File: src/rtl/core/dnd_pkg.sv
// ---------------------------------------------------------------------------
// dnd_pkg
// Shared types and constants for the dns name decompressor core.
// ---------------------------------------------------------------------------
package dnd_pkg;

  // request codes on the input channel
  localparam logic REQ_LOAD   = 1'b0;
  localparam logic REQ_DECODE = 1'b1;

  // default sizes
  localparam int MSG_BYTES_DEF = 512;
  localparam int NAME_MAX_DEF  = 255;
  localparam int HOP_MAX_DEF   = 16;

  // label separator
  localparam logic [7:0] DOT_CHAR = 8'h2E;

  // walk position wide enough for any pointer target and store size
  localparam int POS_W = 17;

  // command word handed from front to back
  typedef struct packed {
    logic       is_decode;
    logic [8:0] offset;
    logic [7:0] msg_byte;
  } dnd_cmd_t;

endpackage

File: src/rtl/core/dnd_front.sv
// ---------------------------------------------------------------------------
// dnd_front
// Input side: accepts words, drops loads outside the store, forwards the rest.
// ---------------------------------------------------------------------------
module dnd_front #(
  parameter int MSG_BYTES = dnd_pkg::MSG_BYTES_DEF
) (
  input  logic              in_valid,
  output logic              in_ready,
  input  logic              in_req_type,
  input  logic [8:0]        in_offset,
  input  logic [7:0]        in_msg_byte,
  output logic              push,
  output dnd_pkg::dnd_cmd_t push_cmd,
  input  logic              q_full
);
  import dnd_pkg::*;

  logic addr_ok;

  // load address check against store size
  assign addr_ok  = ({8'b0, in_offset} < POS_W'(MSG_BYTES));
  assign in_ready = !q_full;

  // out-of-range loads are consumed with no effect
  always_comb begin
    push_cmd.is_decode = (in_req_type == REQ_DECODE);
    push_cmd.offset    = in_offset;
    push_cmd.msg_byte  = in_msg_byte;
    push = in_valid && in_ready && (push_cmd.is_decode || addr_ok);
  end

endmodule

File: src/rtl/core/dnd_queue.sv
// ---------------------------------------------------------------------------
// dnd_queue
// Two-entry command queue between front and back.
// ---------------------------------------------------------------------------
module dnd_queue (
  input  logic              clk,
  input  logic              rst_n,
  input  logic              push,
  input  dnd_pkg::dnd_cmd_t push_cmd,
  output logic              full,
  input  logic              pop,
  output logic              not_empty,
  output dnd_pkg::dnd_cmd_t pop_cmd
);
  import dnd_pkg::*;

  dnd_cmd_t   mem_r [2];
  logic       wp_r, wp_nxt, rp_r, rp_nxt;
  logic [1:0] cnt_r, cnt_nxt;

  assign full      = (cnt_r == 2'd2);
  assign not_empty = (cnt_r != 2'd0);
  assign pop_cmd   = mem_r[rp_r];

  // pointer and count update
  always_comb begin
    wp_nxt  = push ? !wp_r : wp_r;
    rp_nxt  = pop ? !rp_r : rp_r;
    cnt_nxt = cnt_r + {1'b0, push} - {1'b0, pop};
  end

  always_ff @(posedge clk) begin
    if (!rst_n) begin
      wp_r  <= 1'b0;
      rp_r  <= 1'b0;
      cnt_r <= 2'd0;
    end else begin
      wp_r  <= wp_nxt;
      rp_r  <= rp_nxt;
      cnt_r <= cnt_nxt;
    end
  end

  // payload storage
  always_ff @(posedge clk) begin
    if (push) mem_r[wp_r] <= push_cmd;
  end

endmodule

File: src/rtl/core/dnd_walker.sv
// ---------------------------------------------------------------------------
// dnd_walker
// Back side: owns the message store, runs loads and walks names to results.
// ---------------------------------------------------------------------------
module dnd_walker #(
  parameter int MSG_BYTES = dnd_pkg::MSG_BYTES_DEF,
  parameter int NAME_MAX  = dnd_pkg::NAME_MAX_DEF,
  parameter int HOP_MAX   = dnd_pkg::HOP_MAX_DEF
) (
  input  logic              clk,
  input  logic              rst_n,
  input  logic              q_not_empty,
  input  dnd_pkg::dnd_cmd_t q_cmd,
  output logic              q_pop,
  output logic              out_valid,
  input  logic              out_ready,
  output logic [63:0]       out_name_chars,
  output logic [3:0]        out_char_count,
  output logic              out_last,
  output logic [9:0]        out_next_offset,
  output logic              out_error
);
  import dnd_pkg::*;

  localparam int AW = $clog2(MSG_BYTES);

  localparam logic [3:0] S_IDLE  = 4'd0;
  localparam logic [3:0] S_HDR   = 4'd1;
  localparam logic [3:0] S_HDRD  = 4'd2;
  localparam logic [3:0] S_DOT   = 4'd3;
  localparam logic [3:0] S_BODY  = 4'd4;
  localparam logic [3:0] S_BODYD = 4'd5;
  localparam logic [3:0] S_PLO   = 4'd6;
  localparam logic [3:0] S_PLOD  = 4'd7;
  localparam logic [3:0] S_FIN   = 4'd8;

  logic [7:0]       store [MSG_BYTES];
  logic [7:0]       rdata_r;
  logic             rd_en, wr_en;
  logic [AW-1:0]    rd_addr;

  logic [3:0]       st_r, st_nxt;
  logic [POS_W-1:0] pos_r, pos_nxt, saved_r, saved_nxt;
  logic             jumped_r, jumped_nxt, err_r, err_nxt;
  logic [7:0]       len_r, len_nxt, rem_r, rem_nxt;
  logic [7:0]       hops_r, hops_nxt;
  logic [5:0]       hi_r, hi_nxt;
  logic [63:0]      buf_r, buf_nxt;
  logic [3:0]       cnt_r, cnt_nxt;

  logic             ov_r, ov_nxt;
  logic [63:0]      oc_r, oc_nxt;
  logic [3:0]       on_r, on_nxt;
  logic             ol_r, ol_nxt, oe_r, oe_nxt;
  logic [9:0]       oo_r, oo_nxt;

  logic             out_free, pos_bad, app_en, app_ok;
  logic [7:0]       app_char;
  logic [9:0]       need;

  assign out_free = !ov_r || out_ready;
  assign pos_bad  = (pos_r >= POS_W'(MSG_BYTES));
  assign rd_addr  = pos_r[AW-1:0];
  assign need     = {2'b0, len_r} + {9'b0, (len_r != 8'd0)} + {2'b0, rdata_r};
  assign app_ok   = (cnt_r != 4'd8) || out_free;

  assign out_valid       = ov_r;
  assign out_name_chars  = oc_r;
  assign out_char_count  = on_r;
  assign out_last        = ol_r;
  assign out_next_offset = oo_r;
  assign out_error       = oe_r;

  // walk sequencer
  always_comb begin
    st_nxt = st_r; pos_nxt = pos_r; saved_nxt = saved_r; jumped_nxt = jumped_r;
    err_nxt = err_r; len_nxt = len_r; rem_nxt = rem_r; hops_nxt = hops_r;
    hi_nxt = hi_r; buf_nxt = buf_r; cnt_nxt = cnt_r;
    ov_nxt = ov_r && !out_ready; oc_nxt = oc_r; on_nxt = on_r; ol_nxt = ol_r;
    oe_nxt = oe_r; oo_nxt = oo_r;
    q_pop = 1'b0; rd_en = 1'b0; wr_en = 1'b0;
    app_en = 1'b0; app_char = DOT_CHAR;
    unique case (st_r)
      S_IDLE: begin
        if (q_not_empty) begin
          q_pop = 1'b1;
          if (!q_cmd.is_decode) begin
            wr_en = 1'b1;
          end else begin
            pos_nxt = {8'b0, q_cmd.offset};
            jumped_nxt = 1'b0; err_nxt = 1'b0; len_nxt = 8'd0; hops_nxt = 8'd0;
            buf_nxt = 64'd0; cnt_nxt = 4'd0;
            st_nxt = S_HDR;
          end
        end
      end
      S_HDR: begin
        if (pos_bad) begin
          err_nxt = 1'b1; st_nxt = S_FIN;
        end else begin
          rd_en = 1'b1; pos_nxt = pos_r + 1'b1; st_nxt = S_HDRD;
        end
      end
      S_HDRD: begin
        if (rdata_r == 8'd0) begin
          st_nxt = S_FIN;
        end else if (rdata_r[7:6] == 2'b11) begin
          hi_nxt = rdata_r[5:0]; st_nxt = S_PLO;
        end else if (rdata_r[7:6] != 2'b00) begin
          err_nxt = 1'b1; st_nxt = S_FIN;
        end else if (need > 10'(NAME_MAX)) begin
          err_nxt = 1'b1; st_nxt = S_FIN;
        end else begin
          rem_nxt = rdata_r;
          st_nxt = (len_r != 8'd0) ? S_DOT : S_BODY;
        end
      end
      S_DOT: begin
        app_en = 1'b1; app_char = DOT_CHAR;
        if (app_ok) st_nxt = S_BODY;
      end
      S_BODY: begin
        if (rem_r == 8'd0) begin
          st_nxt = S_HDR;
        end else if (pos_bad) begin
          err_nxt = 1'b1; st_nxt = S_FIN;
        end else begin
          rd_en = 1'b1; pos_nxt = pos_r + 1'b1; st_nxt = S_BODYD;
        end
      end
      S_BODYD: begin
        app_en = 1'b1; app_char = rdata_r;
        if (app_ok) begin
          rem_nxt = rem_r - 1'b1; st_nxt = S_BODY;
        end
      end
      S_PLO: begin
        if (pos_bad) begin
          err_nxt = 1'b1; st_nxt = S_FIN;
        end else begin
          rd_en = 1'b1; pos_nxt = pos_r + 1'b1; st_nxt = S_PLOD;
        end
      end
      S_PLOD: begin
        if (!jumped_r) begin
          saved_nxt = pos_r; jumped_nxt = 1'b1;
        end
        hops_nxt = hops_r + 1'b1;
        if (hops_nxt > 8'(HOP_MAX)) begin
          err_nxt = 1'b1; st_nxt = S_FIN;
        end else begin
          pos_nxt = {3'b0, hi_r, rdata_r}; st_nxt = S_HDR;
        end
      end
      S_FIN: begin
        if (out_free) begin
          ov_nxt = 1'b1; oc_nxt = buf_r; on_nxt = cnt_r; ol_nxt = 1'b1;
          oe_nxt = err_r;
          oo_nxt = err_r ? 10'd0 : (jumped_r ? saved_r[9:0] : pos_r[9:0]);
          st_nxt = S_IDLE;
        end
      end
      default: st_nxt = S_IDLE;
    endcase

    // append one character, flushing a full word first
    if (app_en && app_ok) begin
      len_nxt = len_r + 1'b1;
      if (cnt_r == 4'd8) begin
        ov_nxt = 1'b1; oc_nxt = buf_r; on_nxt = 4'd8; ol_nxt = 1'b0;
        oe_nxt = 1'b0; oo_nxt = 10'd0;
        buf_nxt = {56'd0, app_char}; cnt_nxt = 4'd1;
      end else begin
        buf_nxt[cnt_r[2:0]*8 +: 8] = app_char;
        cnt_nxt = cnt_r + 1'b1;
      end
    end
  end

  // control registers
  always_ff @(posedge clk) begin
    if (!rst_n) begin
      st_r <= S_IDLE;
      ov_r <= 1'b0;
    end else begin
      st_r <= st_nxt;
      ov_r <= ov_nxt;
    end
  end

  // walk and output payload
  always_ff @(posedge clk) begin
    pos_r <= pos_nxt; saved_r <= saved_nxt; jumped_r <= jumped_nxt; err_r <= err_nxt;
    len_r <= len_nxt; rem_r <= rem_nxt; hops_r <= hops_nxt; hi_r <= hi_nxt;
    buf_r <= buf_nxt; cnt_r <= cnt_nxt;
    oc_r <= oc_nxt; on_r <= on_nxt; ol_r <= ol_nxt; oe_r <= oe_nxt; oo_r <= oo_nxt;
  end

  // message store, one write or one read per cycle
  always_ff @(posedge clk) begin
    if (wr_en) store[AW'(q_cmd.offset)] <= q_cmd.msg_byte;
    if (rd_en) rdata_r <= store[rd_addr];
  end

  // a word that is not last is always full
  a_full_mid: assert property (@(posedge clk) disable iff (!rst_n)
    (ov_r && !ol_r) |-> (on_r == 4'd8)) else $error("short middle word");

  // error words carry no offset
  a_err_off: assert property (@(posedge clk) disable iff (!rst_n)
    (ov_r && oe_r) |-> (oo_r == 10'd0 && ol_r)) else $error("bad error word");

  // packing buffer never overflows
  a_cnt: assert property (@(posedge clk) disable iff (!rst_n)
    (st_r != S_IDLE) |-> (cnt_r <= 4'd8)) else $error("buffer overflow");

  // a new command is only taken from idle
  a_pop: assert property (@(posedge clk) disable iff (!rst_n)
    q_pop |-> (st_r == S_IDLE)) else $error("pop while busy");

endmodule

File: src/rtl/core/dns_name_decompressor_core.sv
// ---------------------------------------------------------------------------
// dns_name_decompressor_core
// Message store loader and compressed dns name walker.
// ---------------------------------------------------------------------------
// Load words (req_type 0) write one byte each. A decode word leaves the queue,
// then walks the store through its single read port, which has a registered
// read: for each label it reads the length byte, appends a dot before every
// label but the first, then reads and appends each name character; each
// pointer takes two reads and a jump. The walk ends on the terminating zero,
// after which the final word is given. A character or dot that starts a new
// word waits while the previous word is still held in the output register.
// A two-entry queue sits between the input and the walker, so up to two
// further words are queued while a decode is in progress, and the output
// register lets the walker continue while a finished word waits to be taken.
module dns_name_decompressor_core #(
  parameter int MSG_BYTES = dnd_pkg::MSG_BYTES_DEF,
  parameter int NAME_MAX  = dnd_pkg::NAME_MAX_DEF,
  parameter int HOP_MAX   = dnd_pkg::HOP_MAX_DEF
) (
  input  logic        clk,
  input  logic        rst_n,
  input  logic        in_valid,
  output logic        in_ready,
  input  logic        in_req_type,
  input  logic [8:0]  in_offset,
  input  logic [7:0]  in_msg_byte,
  output logic        out_valid,
  input  logic        out_ready,
  output logic [63:0] out_name_chars,
  output logic [3:0]  out_char_count,
  output logic        out_last,
  output logic [9:0]  out_next_offset,
  output logic        out_error
);
  import dnd_pkg::*;

  logic     push, q_full, q_pop, q_not_empty;
  dnd_cmd_t push_cmd, pop_cmd;

  // input classification
  dnd_front #(.MSG_BYTES(MSG_BYTES)) u_front (
    .in_valid, .in_ready, .in_req_type, .in_offset, .in_msg_byte,
    .push, .push_cmd, .q_full
  );

  // command queue
  dnd_queue u_queue (
    .clk, .rst_n, .push, .push_cmd, .full(q_full),
    .pop(q_pop), .not_empty(q_not_empty), .pop_cmd
  );

  // store and name walker
  dnd_walker #(.MSG_BYTES(MSG_BYTES), .NAME_MAX(NAME_MAX), .HOP_MAX(HOP_MAX)) u_walker (
    .clk, .rst_n, .q_not_empty, .q_cmd(pop_cmd), .q_pop,
    .out_valid, .out_ready, .out_name_chars, .out_char_count, .out_last,
    .out_next_offset, .out_error
  );

endmodule

File: config.mk
export PLATFORM = sky130hd
export DESIGN_NAME = dns_name_decompressor_core
export DESIGN_NICKNAME = d
export VERILOG_FILES = /design/src/rtl/core/dnd_pkg.sv /design/src/rtl/core/dnd_front.sv /design/src/rtl/core/dnd_queue.sv /design/src/rtl/core/dnd_walker.sv /design/src/rtl/core/dns_name_decompressor_core.sv
export SDC_FILE = /design/constraint.sdc
export NUM_CORES = 2
export LEC_CHECK = 0
export BUFFER_PORTS_ARGS = -buffer_cell sky130_fd_sc_hd__buf_2
export CORE_MARGIN = 2
export CORE_UTILIZATION = 45
export DETAILED_ROUTE_END_ITERATION = 12
export PLACE_DENSITY = 0.63
export SETUP_SLACK_MARGIN = 0.5
export SLEW_MARGIN = 20
export SYNTH_ARGS = -nofsm -noshare
export SYNTH_HDL_FRONTEND = slang
export SYNTH_MEMORY_MAX_BITS = 65536
export SYNTH_SLANG_ARGS = --single-unit
File: constraint.sdc
create_clock -name clk -period 6.2 [get_ports clk]
set_clock_uncertainty 0.2 [all_clocks]
set_input_delay 0.62 -clock clk [delete_from_list [all_inputs] [get_ports clk]]
set_output_delay 0.62 -clock clk [all_outputs]
set_load 0.005 [all_outputs]
Word-level counts from Yosys, hierarchy flattened
Memories as Yosys holds them, arrays and structs flattened. A register that Yosys moved wholly into a read port is not among the register bits.
Index checks and enable logic that the tools add are counted.
Operators by class
  eq/ne operators: 25
  order comparisons: 3
  shift operators: 2
  add/sub/neg operators: 10
  multiply operators: 0
  div/mod/pow operators: 0
  reduce and logical (&&, ||, !) cells: 33
  mux-type cells: 96
  bitwise logic cells: 2
Operator list (number)
  two-way mux 64 bit: 9
  two-way mux 4 bit: 22
  two-way mux 17 bit: 5
  two-way mux 8 bit: 10
  one-hot mux 17 bit (4 select lines): 1
  bitwise mux 64 bit: 1
  variable shift 8 x 34 -> 64 bit (first input constant): 1
  variable part select 8 x 34 -> 64 bit: 1
  two-way mux 10 bit: 6
  two-way mux 1 bit: 35
  negator 6 -> 34 bit: 1
  one-hot mux 4 bit (8 select lines): 1
  one-hot mux 8 bit (2 select lines): 2
  adder 17 x 1 -> 17 bit (second input constant): 1
  >= comparator 17 x 10 -> 1 bit (second input constant): 1
  adder 8 x 1 -> 8 bit (second input constant): 2
  equality test 4 x 3 -> 1 bit (second input constant): 4
  zero test 8 bit: 2
  inequality test 2 bit (second input constant): 7
  nonzero test 2 bit: 7
  adder 10 x 8 -> 10 bit: 1
  > comparator 10 x 8 -> 1 bit (second input constant): 1
  inequality test 2 x 1 -> 1 bit (second input constant): 5
  adder 8 x 1 -> 9 bit: 1
  29 further kinds: 44
Storage, ports and cells
  memory bits (writable): 4132
  memories: 2
  word-level logic and storage cells: 193
  memory bits (read-only): 0
  latch bits: 0
  bits in registers: 216
Memories
  u_walker.store: words 512, bits a word 8, read ports 1, clocked after memory_dff 1, wr ports 1, line dnd_walker.sv:37  | logic [7:0] store [MSG_BYTES];
  u_queue.mem_r: words 2, bits a word 18, read ports 1, clocked after memory_dff 1, wr ports 1, line dnd_queue.sv:17  | dnd_cmd_t mem_r [2];

Longest topological paths before layout
  depth after elaboration: 9
  depth in mapped cells: 17
  gate-level depth less buffers: 17

By module
Synthesis repeated with hierarchy kept, for this count alone.
Unflattened totals
  cells, all modules: 9070
  area, all modules: 171415.7 µm²
Modules (own cells, without submodules)
  dnd_walker: cells an instance 8973, instances 1, area each 169690.2 µm²
  dnd_queue: cells an instance 77, instances 1, area each 1580.3 µm²
  dnd_front: cells an instance 20, instances 1, area each 145.1 µm²

Worst setup path before layout
No wires, ideal clock.
  kind: flip-flop to flip-flop
  start: register with a tool-made name
  end: memory u_walker.store[0][0], data pin
  period minus slack after synthesis: 6.055 ns
  arrival: 4.944 ns
  setup time: 0.911 ns
  stages on the path, launching flop included: 5
  path buffers: 3
  required time: 5.089 ns
  path slack: 0.145 ns
  path through: dfxtp_1 clkbuf_1 clkbuf_1 buf_1 mux2_2
RTL lines (line)
  end: declaration: dnd_walker.sv:37

Worst setup path in the final report
  start: register u_walker.pos_r[1]
  end: register u_walker.rdata_r[6], read port of u_walker.store, data pin
Between the ends
  cells in the longest elaborated chain, start to end: 4
Ends and longest elaborated chain
  start: declaration: line dnd_walker.sv:43  | logic [POS_W-1:0] pos_r, pos_nxt, saved_r, saved_nxt;
  start signal: assignment: line dnd_walker.sv:193  | pos_r <= pos_nxt; saved_r <= saved_nxt; jumped_r <= jumped_nxt; err_r <= err_nxt;
  >= comparator 17 x 10 -> 1 bit: line dnd_walker.sv:62  | assign pos_bad = (pos_r >= POS_W'(MSG_BYTES));
  two-way mux 1 bit: line dnd_walker.sv:98, dnd_walker.sv:125, dnd_walker.sv:138
  two-way mux 1 bit: line dnd_walker.sv:123  | if (rem_r == 8'd0) begin
  one-hot mux 1 bit (2 select lines): line dnd_walker.sv:83  | unique case (st_r)
  end: declaration: line dnd_walker.sv:38  | logic [7:0] rdata_r;
Several ways; a longest one is shown, not always the timed one.
A chain may end at the register's enable or synchronous reset.

==> impl_metrics.toml <==
[routing]
drc = 0
wl_per_cell_um = 32.1
drt-total-wl_mm = 471
ant_nets = 0
dr.pass1.iters = 6
via_count = 91200
drt_first_iter_violations = 12200
viasPerCell = 6.22

[global_route]
grt-ovfl-total = 0
met2_usage_pct = 37.3
grt_pass1_vias = 89300
grt_antenna_before_repair = 24
gr-usage-met1_pct = 33.0
grtUsageTotal_pct = 23.7
grt_use_met3_pct = 4.25
grt_pass1_wl_mm = 664
grt_busiest_layer = "met2"
grt_max_degree = 183

[job]
drv_cap = 0

[final_layout]
fin_util_pct = 50.6
final-seq-area_um2 = 129000
multi_input_area_um2 = 38900
final_nets = 9329
n_fill_cell = 30100
area_growth_pct = 11.6
final_area_um2 = 192000
drive_gt1_share_pct = 18.0

[critical_path]
worst_r2r_endpoint = "u_walker.rdata_r[6]"
rr_worst_depth = 10
r2r_slack_ns = 0.79
cp.required_ns = 6.72
r2r_start = "u_walker.pos_r[1]"
end_kind = "flop"
arrival_ns = 5.93
cp_max_fo = 55
critPathKind = "flop to flop"
cp-start-kind = "flop"

[placed_design]
dp_slack_ns = 0.927
port_buffers = 103
gp_congestion = 0.889
placed_area_um2 = 178000
dpl.hpwl_mm = 287

[logic_synthesis]
syn_avg_cell_area_um2 = 19.1
syn_area_um2 = 172000
synthFlopType = "edfxtp_1"
synth_area_leaders = "edfxtp_1, mux4_2, mux2i_1"
synth_edf_count = 4203
ys_seq_area_share_pct = 75.2
synth_top_area_share_pct = 73.4
synth_seq_cells = 4357
yosysTopAreaCell = "edfxtp_1"
synth_warnings = 0
yosysUniqueCellTypes = 85
synthArstFlopShare_pct = 0
syn_inst = 9012
syn_nets = 9059

[clocking]
cts_tree = "built"
htreeDepth = 5
cts-resized-gates = 0
cts_root_buf = "clkbuf_16"
clock_latency_ns = 0.99
clock-sinks = 4357
path_clk_slew_ns = 0.07
clockBufferDepth = 4
cts_buffers = 433

[sta]
holdWs_ns = 0.172
final-setup-viol-count = 0
max-slew-margin-rel_pct = 17.8
worstMarginPinSlew_ns = 1.20
slew_viol_final = 0
final-hold-violation-count = 0
finalCriticalPeriod_ns = 5.41
finalCritPeriodShare_pct = 87.3
rsz0062_at_grt = "false"
fmax_mhz = 185
finalSetupTns_ns = 0
fin_ws_ns = 0.786

[outcome]
status = "complete, no violations"

[hold_path]
holdCritStartpoint = "in_msg_byte[7]"
hold_path_class = "input pin to flop"
min_to = "u_queue.mem_r[1][7]"
holdPathStages = 2

[floorplan]
ioPinCount = 104
die_w_um = 622
die_y_um = 622
rows = 226
core-area_um2 = 379000
start_util_pct = 45.3
die_area_um2 = 387000

[power]
p_leak_nw = 61.5
irDropWorstVdd_mv = 0.514
power_per_cell_area_nw_per_um2 = 459
==> sequential cells by signal, indices dropped and copies added, names as in the netlist, 2 cells and up, named ones only <==
register and flops:
u_walker.store 4096, u_walker.buf_r 64, u_walker.out_name_chars 64, u_queue.mem_r 36, u_walker.pos_r 17, u_walker.out_next_offset 10
u_walker.saved_r 10, u_walker.hops_r 8, u_walker.len_r 8, u_walker.rdata_r 8, u_walker.rem_r 8, u_walker.hi_r 6
u_walker.cnt_r 4, u_walker.out_char_count 4, u_walker.st_r 4, u_queue.cnt_r 2
==> placed cells by master (no fill, tap or decap), drive strengths merged, types with 22 or more instances in the layout <==
cell,count
edfxtp,4203
mux2i,794
nor2,678
mux4,667
clkbuf,529
buf,365
nand2,295
o221ai,282
o22ai,206
o21ai,197
clkinv,194
a21oi,175
dfxtp,154
mux2,105
nor3,94
nand3,65
a31oi,45
inv,40
bufinv,39
a211oi,35
a22oi,33
nor4,32
nand4,31
and2,31
a2111oi,28
ha,24
nor2b,23
xnor2,22
dlygate4sd3,22
==> how the worst max path moves through the flow <==
| stage | start | end | slack [ns] | depth (start not counted) |
|---|---|---|---|---|
| floorplan | flop | u_walker.store[0][0] | 0.15 | 4 |
| global placement | u_walker.pos_r[1] | u_walker.rdata_r[6] | 0.50 | 10 |
| detailed placement | u_walker.pos_r[1] | u_walker.rdata_r[6] | 0.93 | 10 |
| CTS | u_walker.pos_r[1] | u_walker.rdata_r[6] | 0.93 | 10 |
| global route | u_walker.len_r[0] | u_walker.rem_r[6] | 0.74 | 17 |
| finish | u_walker.pos_r[1] | u_walker.rdata_r[6] | 0.79 | 10 |
==> critical path: stages, from the launching register on <==
cell       delay (ns)
edfxtp_1         0.70
buf_12           0.35
or2_4            0.70
buf_12           0.28
buf_4            0.27
o22ai_1          0.12
a2111oi_0        1.05
nor4_1           0.09
and3_1           0.31
nor4_2           0.90
nor3_1           0.14
==> cell families after synthesis <==
family | synth area share (%)
buf+inv | 2.38
mux | 14.2
xor+xnor | 0.209
compound gates | 4.43
simple gates | 3.37
fa+ha+maj | 0.186
flops | 75.2
==> metrics by stage <==
| stage | total power, mW | cells |
|---|---|---|
| 2_1_floorplan | 53.4 | 9012 |
| 3_3_place_gp | 62.3 | 13800 |
| 3_5_place_dp | 62.6 | 13800 |
| 4_1_cts | 88.1 | 14600 |
| 5_1_grt | 90.4 | 14700 |
| 6_report | 88.1 | 14700 |
==> layer usage <==
layer | up-vias | routed length (um) | share of wire, %
met5 | - | 76 | 0.016
met4 | 10 | 20500 | 4.3
met3 | 908 | 43800 | 9.3
met2 | 4871 | 220000 | 47
met1 | 47900 | 187000 | 40
li1 | 37500 | - | -
==> power breakdown <==
part	internal, mW	switching, mW
combinational	9.20	17.7
clock	14.7	11.1
sequential	34.9	0.512
==> cells in the mapped netlist (12+ instances only) <==
cell and n:
edfxtp_1 4203, mux2i_1 794, nor2_1 678, mux4_2 598
nand2_1 295, o221ai_1 280, clkbuf_1 236, o22ai_1 206
o21ai_0 194, a21oi_1 175, dfxtp_1 154, mux2_2 105
nor3_1 94, buf_6 84, buf_2 83, mux4_1 69
nand3_1 65, buf_8 63, a31oi_1 45, a211oi_1 35
a22oi_1 33, and2_1 31, buf_4 31, nand4_1 31
nor4_1 31, a2111oi_0 28, ha_1 24, inv_1 24
buf_1 23, nor2b_1 23, xnor2_1 22, a21o_1 19
xor2_1 19, and3_1 14, buf_12 14, o21a_1 14
a221oi_1 12, nand2b_1 12
==> cell type report <==
class | count | area share, %
timing repair buffer | 387 | 1.77
antenna | 9 | 0.0117
tap | 5016 | 3.27
multi-input combinational | 4077 | 20.3
inverter | 26 | 0.0587
clock buffer | 529 | 5.94
sequential | 4357 | 67.4
clock inverter | 257 | 1.28
==> what timing repair did <==
| action | 4_1_cts | 5_1_grt |
|---|---|---|
| buffers inserted | 0 | 0 |
| endpoints found under the hold margin | 50 | 0 |
| hold buffers | 22 | 0 |
Power figures use the tool's default switching activity.
